==> src/hw/rtl/ffu_pkg.sv <==
package ffu_pkg;

	// sizes
	localparam int KEY_BYTES  = 8;
	localparam int KEY_IDX_W  = $clog2(KEY_BYTES);
	localparam int MAX_VALUE  = 128;
	localparam int FIFO_DEPTH = 4;
	localparam int FIFO_PTR_W = $clog2(FIFO_DEPTH);

	// character codes
	localparam logic [7:0] CH_PLUS  = 8'h2B;
	localparam logic [7:0] CH_PCT   = 8'h25;
	localparam logic [7:0] CH_AMP   = 8'h26;
	localparam logic [7:0] CH_EQ    = 8'h3D;
	localparam logic [7:0] CH_SPACE = 8'h20;

	// configuration register indexes
	localparam logic [1:0] REG_KEY_TEXT = 2'd0;
	localparam logic [1:0] REG_KEY_LEN  = 2'd1;
	localparam logic [1:0] REG_CAPACITY = 2'd2;

	// reset values of the configuration registers
	localparam logic [63:0] KEY_TEXT_RST = 64'd0;
	localparam logic [3:0]  KEY_LEN_RST  = 4'd1;
	localparam logic [7:0]  CAPACITY_RST = 8'd33;

	// final status codes
	typedef enum logic [1:0] {
		ST_OK         = 2'd0,
		ST_NOT_FOUND  = 2'd1,
		ST_TOO_LONG   = 2'd2,
		ST_BAD_ESCAPE = 2'd3
	} status_t;

	// scan phase, one-hot
	typedef enum logic [3:0] {
		PH_KEY   = 4'b0001,
		PH_SKIP  = 4'b0010,
		PH_VALUE = 4'b0100,
		PH_DONE  = 4'b1000
	} phase_t;

	// escape decoder phase, one-hot
	typedef enum logic [2:0] {
		ESC_NONE = 3'b001,
		ESC_HI   = 3'b010,
		ESC_LO   = 3'b100
	} esc_t;

	// one queued job for the back end: optional data byte, optional status
	typedef struct packed {
		logic       has_data;
		logic [7:0] data;
		logic       has_status;
		status_t    status;
	} job_t;

	// hex digit value in the low nibble, bit 4 set when not a hex digit
	function automatic logic [4:0] hex_digit(input logic [7:0] c);
		logic [4:0] r;
		r = 5'h10;
		if (c >= 8'h30 && c <= 8'h39) begin
			r = {1'b0, 4'(c - 8'h30)};
		end else if (c >= 8'h61 && c <= 8'h66) begin
			r = {1'b0, 4'(c - 8'h57)};
		end else if (c >= 8'h41 && c <= 8'h46) begin
			r = {1'b0, 4'(c - 8'h37)};
		end
		return r;
	endfunction

endpackage

==> src/hw/rtl/form_field_extract_url_decode_unit.sv <==
// path: a result is written into the job queue when its input byte is accepted, then
//   loaded into the output register, from which it leaves once m_tready is high
// throughput: one body byte per cycle while m_tready stays high and the job queue is not full;
//   a final byte that also yields data sends data then status, the four-entry job queue absorbs that
// reset: arst_n clears scan state, queue and output valid at once; registers take
//   key_text 0, key_length 1, output_capacity 33
module form_field_extract_url_decode_unit (
	input  logic        clk,
	input  logic        arst_n,
	input  logic        s_tvalid,
	output logic        s_tready,
	input  logic [7:0]  s_tdata,   // [7:0] body_byte
	input  logic        s_tlast,   // end_of_body
	output logic        m_tvalid,
	input  logic        m_tready,
	output logic [15:0] m_tdata,   // [7:0] data_byte, [9:8] status, zero above
	output logic        m_tuser,   // is_status
	output logic        m_tlast,   // last_result
	input  logic        cfg_we,
	input  logic [1:0]  cfg_index,
	input  logic [63:0] cfg_wdata
);

	ffu_pkg::job_t push_job, head;
	logic          push, pop, empty, full;

	// byte classification and scan state
	ffu_front u_front (
		.clk       (clk),
		.arst_n    (arst_n),
		.s_tvalid  (s_tvalid),
		.s_tready  (s_tready),
		.s_tdata   (s_tdata),
		.s_tlast   (s_tlast),
		.cfg_we    (cfg_we),
		.cfg_index (cfg_index),
		.cfg_wdata (cfg_wdata),
		.q_full    (full),
		.q_push    (push),
		.q_job     (push_job)
	);

	// job queue between front and back
	ffu_fifo u_fifo (
		.clk      (clk),
		.arst_n   (arst_n),
		.push     (push),
		.push_job (push_job),
		.pop      (pop),
		.head     (head),
		.empty    (empty),
		.full     (full)
	);

	// result output
	ffu_back u_back (
		.clk      (clk),
		.arst_n   (arst_n),
		.head     (head),
		.empty    (empty),
		.pop      (pop),
		.m_tvalid (m_tvalid),
		.m_tready (m_tready),
		.m_tdata  (m_tdata),
		.m_tuser  (m_tuser),
		.m_tlast  (m_tlast)
	);

endmodule

==> src/hw/rtl/ffu_front.sv <==
module ffu_front (
	input  logic               clk,
	input  logic               arst_n,
	input  logic               s_tvalid,
	output logic               s_tready,
	input  logic [7:0]         s_tdata,   // [7:0] body_byte
	input  logic               s_tlast,
	input  logic               cfg_we,
	input  logic [1:0]         cfg_index,
	input  logic [63:0]        cfg_wdata,
	input  logic               q_full,
	output logic               q_push,
	output ffu_pkg::job_t      q_job
);

	logic [63:0]     key_text_q;
	logic [3:0]      key_len_q;
	logic [7:0]      capacity_q;

	ffu_pkg::phase_t ph_q, ph_d;
	logic [3:0]      kmi_q, kmi_d;
	logic [7:0]      cnt_q, cnt_d;
	ffu_pkg::esc_t   esc_q, esc_d;
	logic [3:0]      hi_q, hi_d;
	logic            err_q, err_d;
	logic            found_q, found_d;

	logic            accept;
	logic [3:0]      klen;
	logic [7:0]      limit;
	logic [7:0]      key_byte;
	logic [4:0]      hex;
	logic            emit_data;
	logic [7:0]      data_val;
	ffu_pkg::status_t st;

	assign s_tready = !q_full;
	assign accept   = s_tvalid && s_tready;

	// configuration registers
	always_ff @(posedge clk or negedge arst_n) begin
		if (!arst_n) begin
			key_text_q <= ffu_pkg::KEY_TEXT_RST;
			key_len_q  <= ffu_pkg::KEY_LEN_RST;
			capacity_q <= ffu_pkg::CAPACITY_RST;
		end else if (cfg_we) begin
			unique case (cfg_index)
				ffu_pkg::REG_KEY_TEXT: key_text_q <= cfg_wdata;
				ffu_pkg::REG_KEY_LEN:  key_len_q  <= cfg_wdata[3:0];
				ffu_pkg::REG_CAPACITY: capacity_q <= cfg_wdata[7:0];
				default: ;
			endcase
		end
	end

	// effective key length and value limit
	assign klen  = (key_len_q > 4'(ffu_pkg::KEY_BYTES)) ? 4'(ffu_pkg::KEY_BYTES) : key_len_q;
	assign limit = (capacity_q < 8'(ffu_pkg::MAX_VALUE)) ? capacity_q : 8'(ffu_pkg::MAX_VALUE);
	assign key_byte = key_text_q[kmi_q[ffu_pkg::KEY_IDX_W-1:0]*8 +: 8];
	assign hex = ffu_pkg::hex_digit(s_tdata);

	// classify the byte and work out the next scan state
	always_comb begin
		ph_d      = ph_q;
		kmi_d     = kmi_q;
		cnt_d     = cnt_q;
		esc_d     = esc_q;
		hi_d      = hi_q;
		err_d     = err_q;
		found_d   = found_q;
		emit_data = 1'b0;
		data_val  = s_tdata;
		unique case (ph_q)
			ffu_pkg::PH_KEY: begin
				if (s_tdata == ffu_pkg::CH_AMP) begin
					kmi_d = 4'd0;
				end else if (kmi_q < klen) begin
					if (s_tdata == key_byte) kmi_d = kmi_q + 4'd1;
					else ph_d = ffu_pkg::PH_SKIP;
				end else if (s_tdata == ffu_pkg::CH_EQ) begin
					ph_d    = ffu_pkg::PH_VALUE;
					found_d = 1'b1;
				end else begin
					ph_d = ffu_pkg::PH_SKIP;
				end
			end
			ffu_pkg::PH_SKIP: begin
				if (s_tdata == ffu_pkg::CH_AMP) begin
					ph_d  = ffu_pkg::PH_KEY;
					kmi_d = 4'd0;
				end
			end
			ffu_pkg::PH_VALUE: begin
				if (s_tdata == ffu_pkg::CH_AMP) begin
					if (esc_q != ffu_pkg::ESC_NONE) err_d = 1'b1;
					esc_d = ffu_pkg::ESC_NONE;
					ph_d  = ffu_pkg::PH_DONE;
				end else begin
					if (cnt_q != 8'hFF) cnt_d = cnt_q + 8'd1;
					if (!err_q) begin
						unique case (esc_q)
							ffu_pkg::ESC_NONE: begin
								if (s_tdata == ffu_pkg::CH_PCT) begin
									esc_d = ffu_pkg::ESC_HI;
								end else begin
									emit_data = 1'b1;
									data_val  = (s_tdata == ffu_pkg::CH_PLUS) ?
										ffu_pkg::CH_SPACE : s_tdata;
								end
							end
							ffu_pkg::ESC_HI: begin
								if (hex[4]) begin
									err_d = 1'b1;
									esc_d = ffu_pkg::ESC_NONE;
								end else begin
									hi_d  = hex[3:0];
									esc_d = ffu_pkg::ESC_LO;
								end
							end
							ffu_pkg::ESC_LO: begin
								esc_d = ffu_pkg::ESC_NONE;
								if (hex[4]) begin
									err_d = 1'b1;
								end else begin
									emit_data = 1'b1;
									data_val  = {hi_q, hex[3:0]};
								end
							end
							default: ;
						endcase
					end
				end
			end
			ffu_pkg::PH_DONE: ;
			default: ;
		endcase
	end

	// final status from the updated state
	always_comb begin
		priority if (!found_d) st = ffu_pkg::ST_NOT_FOUND;
		else if (cnt_d >= limit) st = ffu_pkg::ST_TOO_LONG;
		else if (err_d || esc_d != ffu_pkg::ESC_NONE) st = ffu_pkg::ST_BAD_ESCAPE;
		else st = ffu_pkg::ST_OK;
	end

	// job for the back end
	assign q_push            = accept && (emit_data || s_tlast);
	assign q_job.has_data    = emit_data;
	assign q_job.data        = data_val;
	assign q_job.has_status  = s_tlast;
	assign q_job.status      = st;

	// scan state, cleared at the body end
	always_ff @(posedge clk or negedge arst_n) begin
		if (!arst_n) begin
			ph_q    <= ffu_pkg::PH_KEY;
			kmi_q   <= 4'd0;
			cnt_q   <= 8'd0;
			esc_q   <= ffu_pkg::ESC_NONE;
			hi_q    <= 4'd0;
			err_q   <= 1'b0;
			found_q <= 1'b0;
		end else if (accept) begin
			if (s_tlast) begin
				ph_q    <= ffu_pkg::PH_KEY;
				kmi_q   <= 4'd0;
				cnt_q   <= 8'd0;
				esc_q   <= ffu_pkg::ESC_NONE;
				hi_q    <= 4'd0;
				err_q   <= 1'b0;
				found_q <= 1'b0;
			end else begin
				ph_q    <= ph_d;
				kmi_q   <= kmi_d;
				cnt_q   <= cnt_d;
				esc_q   <= esc_d;
				hi_q    <= hi_d;
				err_q   <= err_d;
				found_q <= found_d;
			end
		end
	end

endmodule

==> src/hw/rtl/ffu_fifo.sv <==
module ffu_fifo (
	input  logic          clk,
	input  logic          arst_n,
	input  logic          push,
	input  ffu_pkg::job_t push_job,
	input  logic          pop,
	output ffu_pkg::job_t head,
	output logic          empty,
	output logic          full
);

	ffu_pkg::job_t                 mem_q [ffu_pkg::FIFO_DEPTH];
	logic [ffu_pkg::FIFO_PTR_W-1:0] wr_ptr_q, rd_ptr_q;
	logic [ffu_pkg::FIFO_PTR_W:0]   count_q;
	logic                           do_push, do_pop;

	assign empty   = (count_q == '0);
	assign full    = (count_q == (ffu_pkg::FIFO_PTR_W+1)'(ffu_pkg::FIFO_DEPTH));
	assign do_push = push && !full;
	assign do_pop  = pop && !empty;
	assign head    = mem_q[rd_ptr_q];

	// storage
	always_ff @(posedge clk) begin
		if (do_push) mem_q[wr_ptr_q] <= push_job;
	end

	// pointers and fill count
	always_ff @(posedge clk or negedge arst_n) begin
		if (!arst_n) begin
			wr_ptr_q <= '0;
			rd_ptr_q <= '0;
			count_q  <= '0;
		end else begin
			if (do_push) wr_ptr_q <= wr_ptr_q + (ffu_pkg::FIFO_PTR_W)'(1);
			if (do_pop) rd_ptr_q <= rd_ptr_q + (ffu_pkg::FIFO_PTR_W)'(1);
			unique case ({do_push, do_pop})
				2'b10:   count_q <= count_q + (ffu_pkg::FIFO_PTR_W+1)'(1);
				2'b01:   count_q <= count_q - (ffu_pkg::FIFO_PTR_W+1)'(1);
				default: ;
			endcase
		end
	end

endmodule

==> src/hw/rtl/ffu_back.sv <==
module ffu_back (
	input  logic          clk,
	input  logic          arst_n,
	input  ffu_pkg::job_t head,
	input  logic          empty,
	output logic          pop,
	output logic          m_tvalid,
	input  logic          m_tready,
	output logic [15:0]   m_tdata,   // [7:0] data_byte, [9:8] status, zero above
	output logic          m_tuser,   // is_status
	output logic          m_tlast
);

	logic             out_valid_q;
	logic [7:0]       out_data_q;
	ffu_pkg::status_t out_status_q;
	logic             out_is_status_q;
	logic             data_done_q;
	logic             load;
	logic             send_data;

	// output register free or draining this cycle
	assign load      = (!out_valid_q || m_tready) && !empty;
	assign send_data = head.has_data && !data_done_q;
	assign pop       = load && (!send_data || !head.has_status);

	// split a job into its data and status transactions
	always_ff @(posedge clk or negedge arst_n) begin
		if (!arst_n) begin
			out_valid_q <= 1'b0;
			data_done_q <= 1'b0;
		end else begin
			if (load) out_valid_q <= 1'b1;
			else if (m_tready) out_valid_q <= 1'b0;
			if (load) data_done_q <= send_data && head.has_status;
		end
	end

	// output payload
	always_ff @(posedge clk) begin
		if (load) begin
			if (send_data) begin
				out_data_q      <= head.data;
				out_status_q    <= ffu_pkg::ST_OK;
				out_is_status_q <= 1'b0;
			end else begin
				out_data_q      <= 8'd0;
				out_status_q    <= head.status;
				out_is_status_q <= 1'b1;
			end
		end
	end

	assign m_tvalid = out_valid_q;
	assign m_tdata  = {6'd0, out_status_q, out_data_q};
	assign m_tuser  = out_is_status_q;
	assign m_tlast  = out_is_status_q;

endmodule

==> config.mk <==
export PLATFORM = sky130hd
export DESIGN_NAME = form_field_extract_url_decode_unit
export DESIGN_NICKNAME = d
export VERILOG_FILES = /design/src/hw/rtl/ffu_pkg.sv /design/src/hw/rtl/form_field_extract_url_decode_unit.sv /design/src/hw/rtl/ffu_front.sv /design/src/hw/rtl/ffu_fifo.sv /design/src/hw/rtl/ffu_back.sv
export SDC_FILE = /design/constraint.sdc
export NUM_CORES = 1
export LEC_CHECK = 0
export ABC_CLOCK_PERIOD_IN_PS = 8300
export BUFFER_PORTS_ARGS = -buffer_cell sky130_fd_sc_hd__buf_2
export CORE_MARGIN = 2
export CORE_UTILIZATION = 45
export DETAILED_ROUTE_END_ITERATION = 8
export PLACE_DENSITY_LB_ADDON = 0.08
export REMOVE_ABC_BUFFERS = 1
export SKIP_CTS_REPAIR_TIMING = 1
export SLEW_MARGIN = 20
export SYNTH_ARGS = -nofsm -noshare
export SYNTH_HDL_FRONTEND = slang
export SYNTH_SLANG_ARGS = --single-unit
==> constraint.sdc <==
create_clock -name clk -period 8.3 [get_ports clk]
set_input_delay 1.66 -clock clk [delete_from_list [all_inputs] [get_ports clk]]
set_output_delay 1.66 -clock clk [all_outputs]
set_load 0.01 [all_outputs]
Yosys cells after proc, flatten, opt, wreduce, memory -nomap -nowiden
Memory sizes are Yosys's and may differ from the RTL's.
Cells that the tools add are included.
{ "totals": {"reg_bits": 121, "mem_bits_rw": 48, "input_bits": 80, "output_inout_bits": 20, "wordCells": 173, "memories": 1} }
{ "mem_list": {"columns": ["name", "depth", "width", "rd", "rd_ports_with_merged_regs", "write_ports", "line_no", "text"], "rows": [
  ["u_fifo.mem_q", 4, 12, 1, 0, 1, "ffu_fifo.sv:12", "ffu_pkg::job_t mem_q [ffu_pkg::FIFO_DEPTH];"]
]} }
{ "classes": {"addsub": 9, "n_lt_le_gt_ge": 10, "eq_ne": 28, "shifts": 1, "mux": 70, "n_reduce_logical": 36} }
{ "ops": {"columns": ["cell", "count"], "rows": [
  ["$mux 8", 11],
  ["$mux 4", 18],
  ["$shiftx 64x7->8", 1],
  ["$eq 8x6->1 const B", 4],
  ["$mux 1", 22],
  ["$mux 3", 7],
  ["$ge 8x7->1 const B", 2],
  ["$le 8x7->1 const B", 2],
  ["$pmux 8 s2", 1],
  ["$mux 5", 3],
  ["$pmux 4 s3", 1],
  ["$reduce_and 6->1", 2],
  ["$logic_and 1x1->1", 11],
  ["$pmux 3 s3", 1],
  ["$add 8x1->8 const B", 1],
  ["$eq 8x8->1", 1],
  ["$ge 8x6->1 const B", 1],
  ["$ge 8x8->1", 1],
  ["$le 8x6->1 const B", 1],
  ["$lt 8x8->1 const B", 1],
  ["$ne 4x2->1 const B", 2],
  ["$ne 8x8->1 const B", 1],
  ["$pmux 4 s2", 1],
  ["$reduce_bool 2->1", 4],
  ["other kinds (33)", 54]
]} }

Depth between registers and ports, before layout
{ "logic_depth": {"word_depth": 15, "ltp_mapped": 16} }

Cells and area by module
A second synthesis with hierarchy kept.
{ "unflattened": {"cells_unflattened": 644, "hier_area_um2": 8439.3} }
{ "modules_own_cells": {"columns": ["mod", "n_inst", "cells_each", "area_each_um2", "seq_area_each_um2"], "rows": [
  ["ffu_front", 1, 503, 5685.5, 2533.7],
  ["ffu_fifo", 1, 100, 2188.3, 1616.6],
  ["ffu_back", 1, 41, 565.5, 380.4]
]} }

Worst setup path before layout
Ideal clock, no wire load.
{ "synth_path": {"kind": "input-to-reg", "start": "input port s_tdata[1]", "end": "register u_fifo.count_q[2] (netlist bit)", "setup_ps": 79, "arrival_ps": 4593, "required_ps": 8221, "path_slack_ps": 3628, "cell_stages": 15, "path_cell_list": "clkbuf_1 > inv_1 > ha_1 > o311ai_0 > o21bai_2 > nor3b_2 > a21oi_1 > nor2_1 > o21ai_2 > ha_1 > inv_1 > fa_1 > xor2_1 > nor2_1 > xor2_1"} }
{ "synth_lines": {"columns": ["item", "line_no", "text"], "rows": [
  ["start: declaration", "form_field_extract_url_decode_unit.sv:12", "input logic [7:0] s_tdata,"],
  ["end signal: assignment", "ffu_fifo.sv:38", "2'b10: count_q <= count_q + (ffu_pkg::FIFO_PTR_W+1)'(1);"],
  ["end signal: assignment", "ffu_fifo.sv:39", "2'b01: count_q <= count_q - (ffu_pkg::FIFO_PTR_W+1)'(1);"],
  ["end: declaration", "ffu_fifo.sv:14", "logic [ffu_pkg::FIFO_PTR_W:0] count_q;"]
]} }

==> impl_metrics.yaml <==
outcome:
  outcome: "complete, but fails checks"
  violations: "design-rule violations"
synthesis:
  synth_top_cell_area_share_pct: 31.5
  synth_top_flop_cell: "dfrtp_1"
  synth_cells: 648
  netlist_area_um2: 8340
  synth_mux_area_share_pct: 18.7
  ys_top_cells_by_area: "dfrtp_1 31%, edfxtp_1 21%, mux2_2 11%, mux4_2 5.1%, ha_1 3.3%"
  ys_async_sr_fraction_pct: 65.1
  yosys_register_bits: 169
  avgSynthCellArea_um2: 12.9
  synth_edf_count: 59
  yosysSeqAreaShare_pct: 54.3
  synth_warnings: 0
  synth-xor-area-share_pct: 2.41
  yosysMostFrequentCell: "dfrtp_1"
  yosysTopAreaCell: "dfrtp_1"
  synthAdderAreaFrac_pct: 3.54
  synth_compound_area_share_pct: 8.50
  yosys-top-cells-count: "105 x dfrtp_1, 81 x mux2_2, 59 x edfxtp_1"
  synthSimpleGateAreaFrac_pct: 9.24
  synth_top_family_by_area: "multiplexers"
  ys_types: 66
global_routing:
  grt_use_met2_pct: 33.3
  grt.busiest_layer: "met2"
  grt_use_met3_pct: 4.27
  grt_pass1_wl_um: 28700
  grt_usage_pct: 18.7
  gr-total-overflow: 0
  grt_max_degree: 70
  grt_pass1_vias: 5624
  grt_use_met1_pct: 22.2
  antenna_found_initial: 0
placed_design:
  hpwl_um: 12400
  io_buffers: 93
  gp_congestion: 0.859
clock_tree:
  cts_buffers: 17
  clock_latency_ns: 0.43
  cts_num_sinks: 169
  cts_tree: "built"
  clock-root-buffer: "clkbuf_16"
  cts.reportedPaths.clkPinSlew_ns: 0.07
  h-tree-depth: 4
  clockBufferDepth: 2
power_and_ir_drop:
  comb_power_share_pct: 22.6
  p_int_w: 0.00172
  p_leak_nw: 3.89
  p_per_area_nw_per_um2: 258
  seqPwrFrac_pct: 46.7
  p_sw_share_pct: 30.4
  p_switching_w: 0.000749
  clkPwrFrac_pct: 30.6
  ir_drop_uv: 155
  power_w: 0.00246
finish:
  fillerInstances: 1535
  fin_nets: 836
  layout-drive-gt1-share_pct: 33.1
  n_antenna_cell: 0
  areaGrowthSynthToFinish_pct: 14.5
routing:
  drt_pass1_iterations: 9
  route.detailed.drc: 3
  ant_nets: 0
  drt-total-wl_um: 17300
  wire_per_inst_um: 17.8
  drt-initial-drc-count: 316
  via_per_inst: 5.48
  vias: 5345
run:
  drv_cap: 0
timing:
  worstMarginPinSlew_ns: 1.07
  drv_slew: 0
  relSlewSlack_pct: 28.2
  setup_viol: 0
  skew_ns: 0.0103
  fin_crit_sh_pct: 56.7
  period_needed_ns: 4.71
  tns_ns: 0
  rsz0062_at_grt: "no"
  fmax_mhz: 212
  hold_viol: 0
setup_path:
  crit_path_end_kind: "flop"
  r2r_cells: 12
  worstSetupPathType: "primary input to flop"
  cp_top_family: "compound AO/OA/AOI/OAI gates"
  cp_data_arrival_time_ns: 5.05
  reg2reg_slack_ns: 4.44
  r2r-start: "u_front.ph_q[1]"
  critPathLaunchType: "primary input"
  timing.rr.end: "u_fifo.mem_q[2][0]"
  cpMaxStageDelayCell: "o311ai_0"
  crit_chain: "buf_2 -> inv_1 -> ha_1 -> o311ai_0 -> o21bai_2 -> nor3b_2 -> a21oi_1 -> nor2_1 -> o21ai_2 -> ha_1 -> inv_1 -> fa_1 -> xor2_1 -> nor2_1 -> xor2_1"
  path_buf_inv: 3
  slowest_delay_ns: 0.64
  cp.required_ns: 8.65
  cp_max_fo: 9
min_path:
  min_from: "u_front.hi_q[0]"
  min_path_type: "flop to flop"
  worstHoldPathCells: 2
  hold-path-endpoint: "u_front.hi_q[0]"
floorplan:
  die_x_um: 140
  rows: 49
  dieArea_um2: 19600
  coreArea_um2: 18100
  start_util_pct: 46.1
  dieHeight_um: 140
  io_pins: 100
==> stage by stage <==
stage                     util, %  area (um^2)  std cells  worst slack [ns]  hold slack (ns)
after detailed placement     49.6         8970        943              3.22            0.471
final                        52.8         9550        975              3.59            0.482
after CTS                    52.8         9540        975              3.66            0.485
after global placement       49.6         8970        943              3.37            0.472
after global routing         52.8         9550        975              3.27            0.520
after floorplan                 -         8180        616              1.20            0.450
==> worst min-delay path, delay by kind of cell (launching register included) <==
family / cells / cell delay, ns
simple gates: 1 / 0.05
compound gates: 1 / 0.06
flops: 1 / 0.34
==> logic make-up after synthesis <==
family | count (synthesis)
flip-flops | 169
AND/OR/NAND/NOR | 147
multiplexers | 122
AO/OA/AOI/OAI | 103
buffers and inverters | 60
adder cells (fa/ha/maj) | 23
XOR/XNOR | 23
other | 1
==> state kept, by name, summed over array words and instances (netlist names), 4 cells and up <==
name                cells
u_front.ph_q            4
u_front.key_text_q     64
u_back.out_data_q       8
u_front.hi_q            4
u_fifo.mem_q           48
u_front.cnt_q           8
u_front.key_len_q       4
u_front.capacity_q      8
u_front.kmi_q           4
==> area by class of cell <==
class	count	area, um^2	area share (%)
sequential	169	4530	47.4
multi-input combinational	424	3570	37.4
timing repair buffer	98	505	5.29
clock buffer	18	429	4.49
tap	229	287	3.00
clock inverter	14	139	1.45
inverter	23	86.3	0.904
==> layout by cell type (no fill, tap or decap), types with 6 or more instances in the layout <==
cell type and instances:
conb_1 6, nor2_1 27, mux4_2 19, a21oi_1 23, dfrtp_1 105, a22o_1 16, and3_1 7, nand2b_1 9
nor2b_1 14, mux2i_1 22, nand2_1 45, o21ai_0 27, xnor2_1 16, and2_1 7, mux2_2 81, buf_2 92
nor3_1 8, buf_4 6, clkbuf_16 17, inv_1 23, xor2_1 7, edfxtp_1 59, ha_1 22
==> worst max path at each step <==
stage / depth (start not counted) / startpoint / slack, ns / to
finish: 15 / s_tdata[1] / 3.59 / u_fifo.count_q[2]
CTS: 11 / s_tdata[0] / 3.66 / u_fifo.mem_q[3][1]
detailed placement: 11 / s_tdata[0] / 3.22 / u_fifo.mem_q[3][7]
global route: 15 / s_tdata[1] / 3.27 / u_fifo.count_q[2]
floorplan: 2 / cfg_index[0] / 1.20 / u_front.key_text_q[0]
global placement: 11 / s_tdata[0] / 3.37 / u_fifo.mem_q[3][7]
==> layer usage <==
metal  wire, um  up-vias
met5          0        -
met4        327        0
met3        770       25
met2       9000      138
met1       7220     2636
li1           -     2546
==> power groups by stage <==
stage | sequential (W) | clock, W | combinational, W
global placement | 0.00116 | 0 | 0.000550
floorplan | 0.00115 | 0 | 0.000389
finish | 0.00115 | 0.000755 | 0.000558
detailed placement | 0.00117 | 0 | 0.000566
global route | 0.00118 | 0.000812 | 0.000627
CTS | 0.00116 | 0.000772 | 0.000569
(Power assumes the default switching activity.)
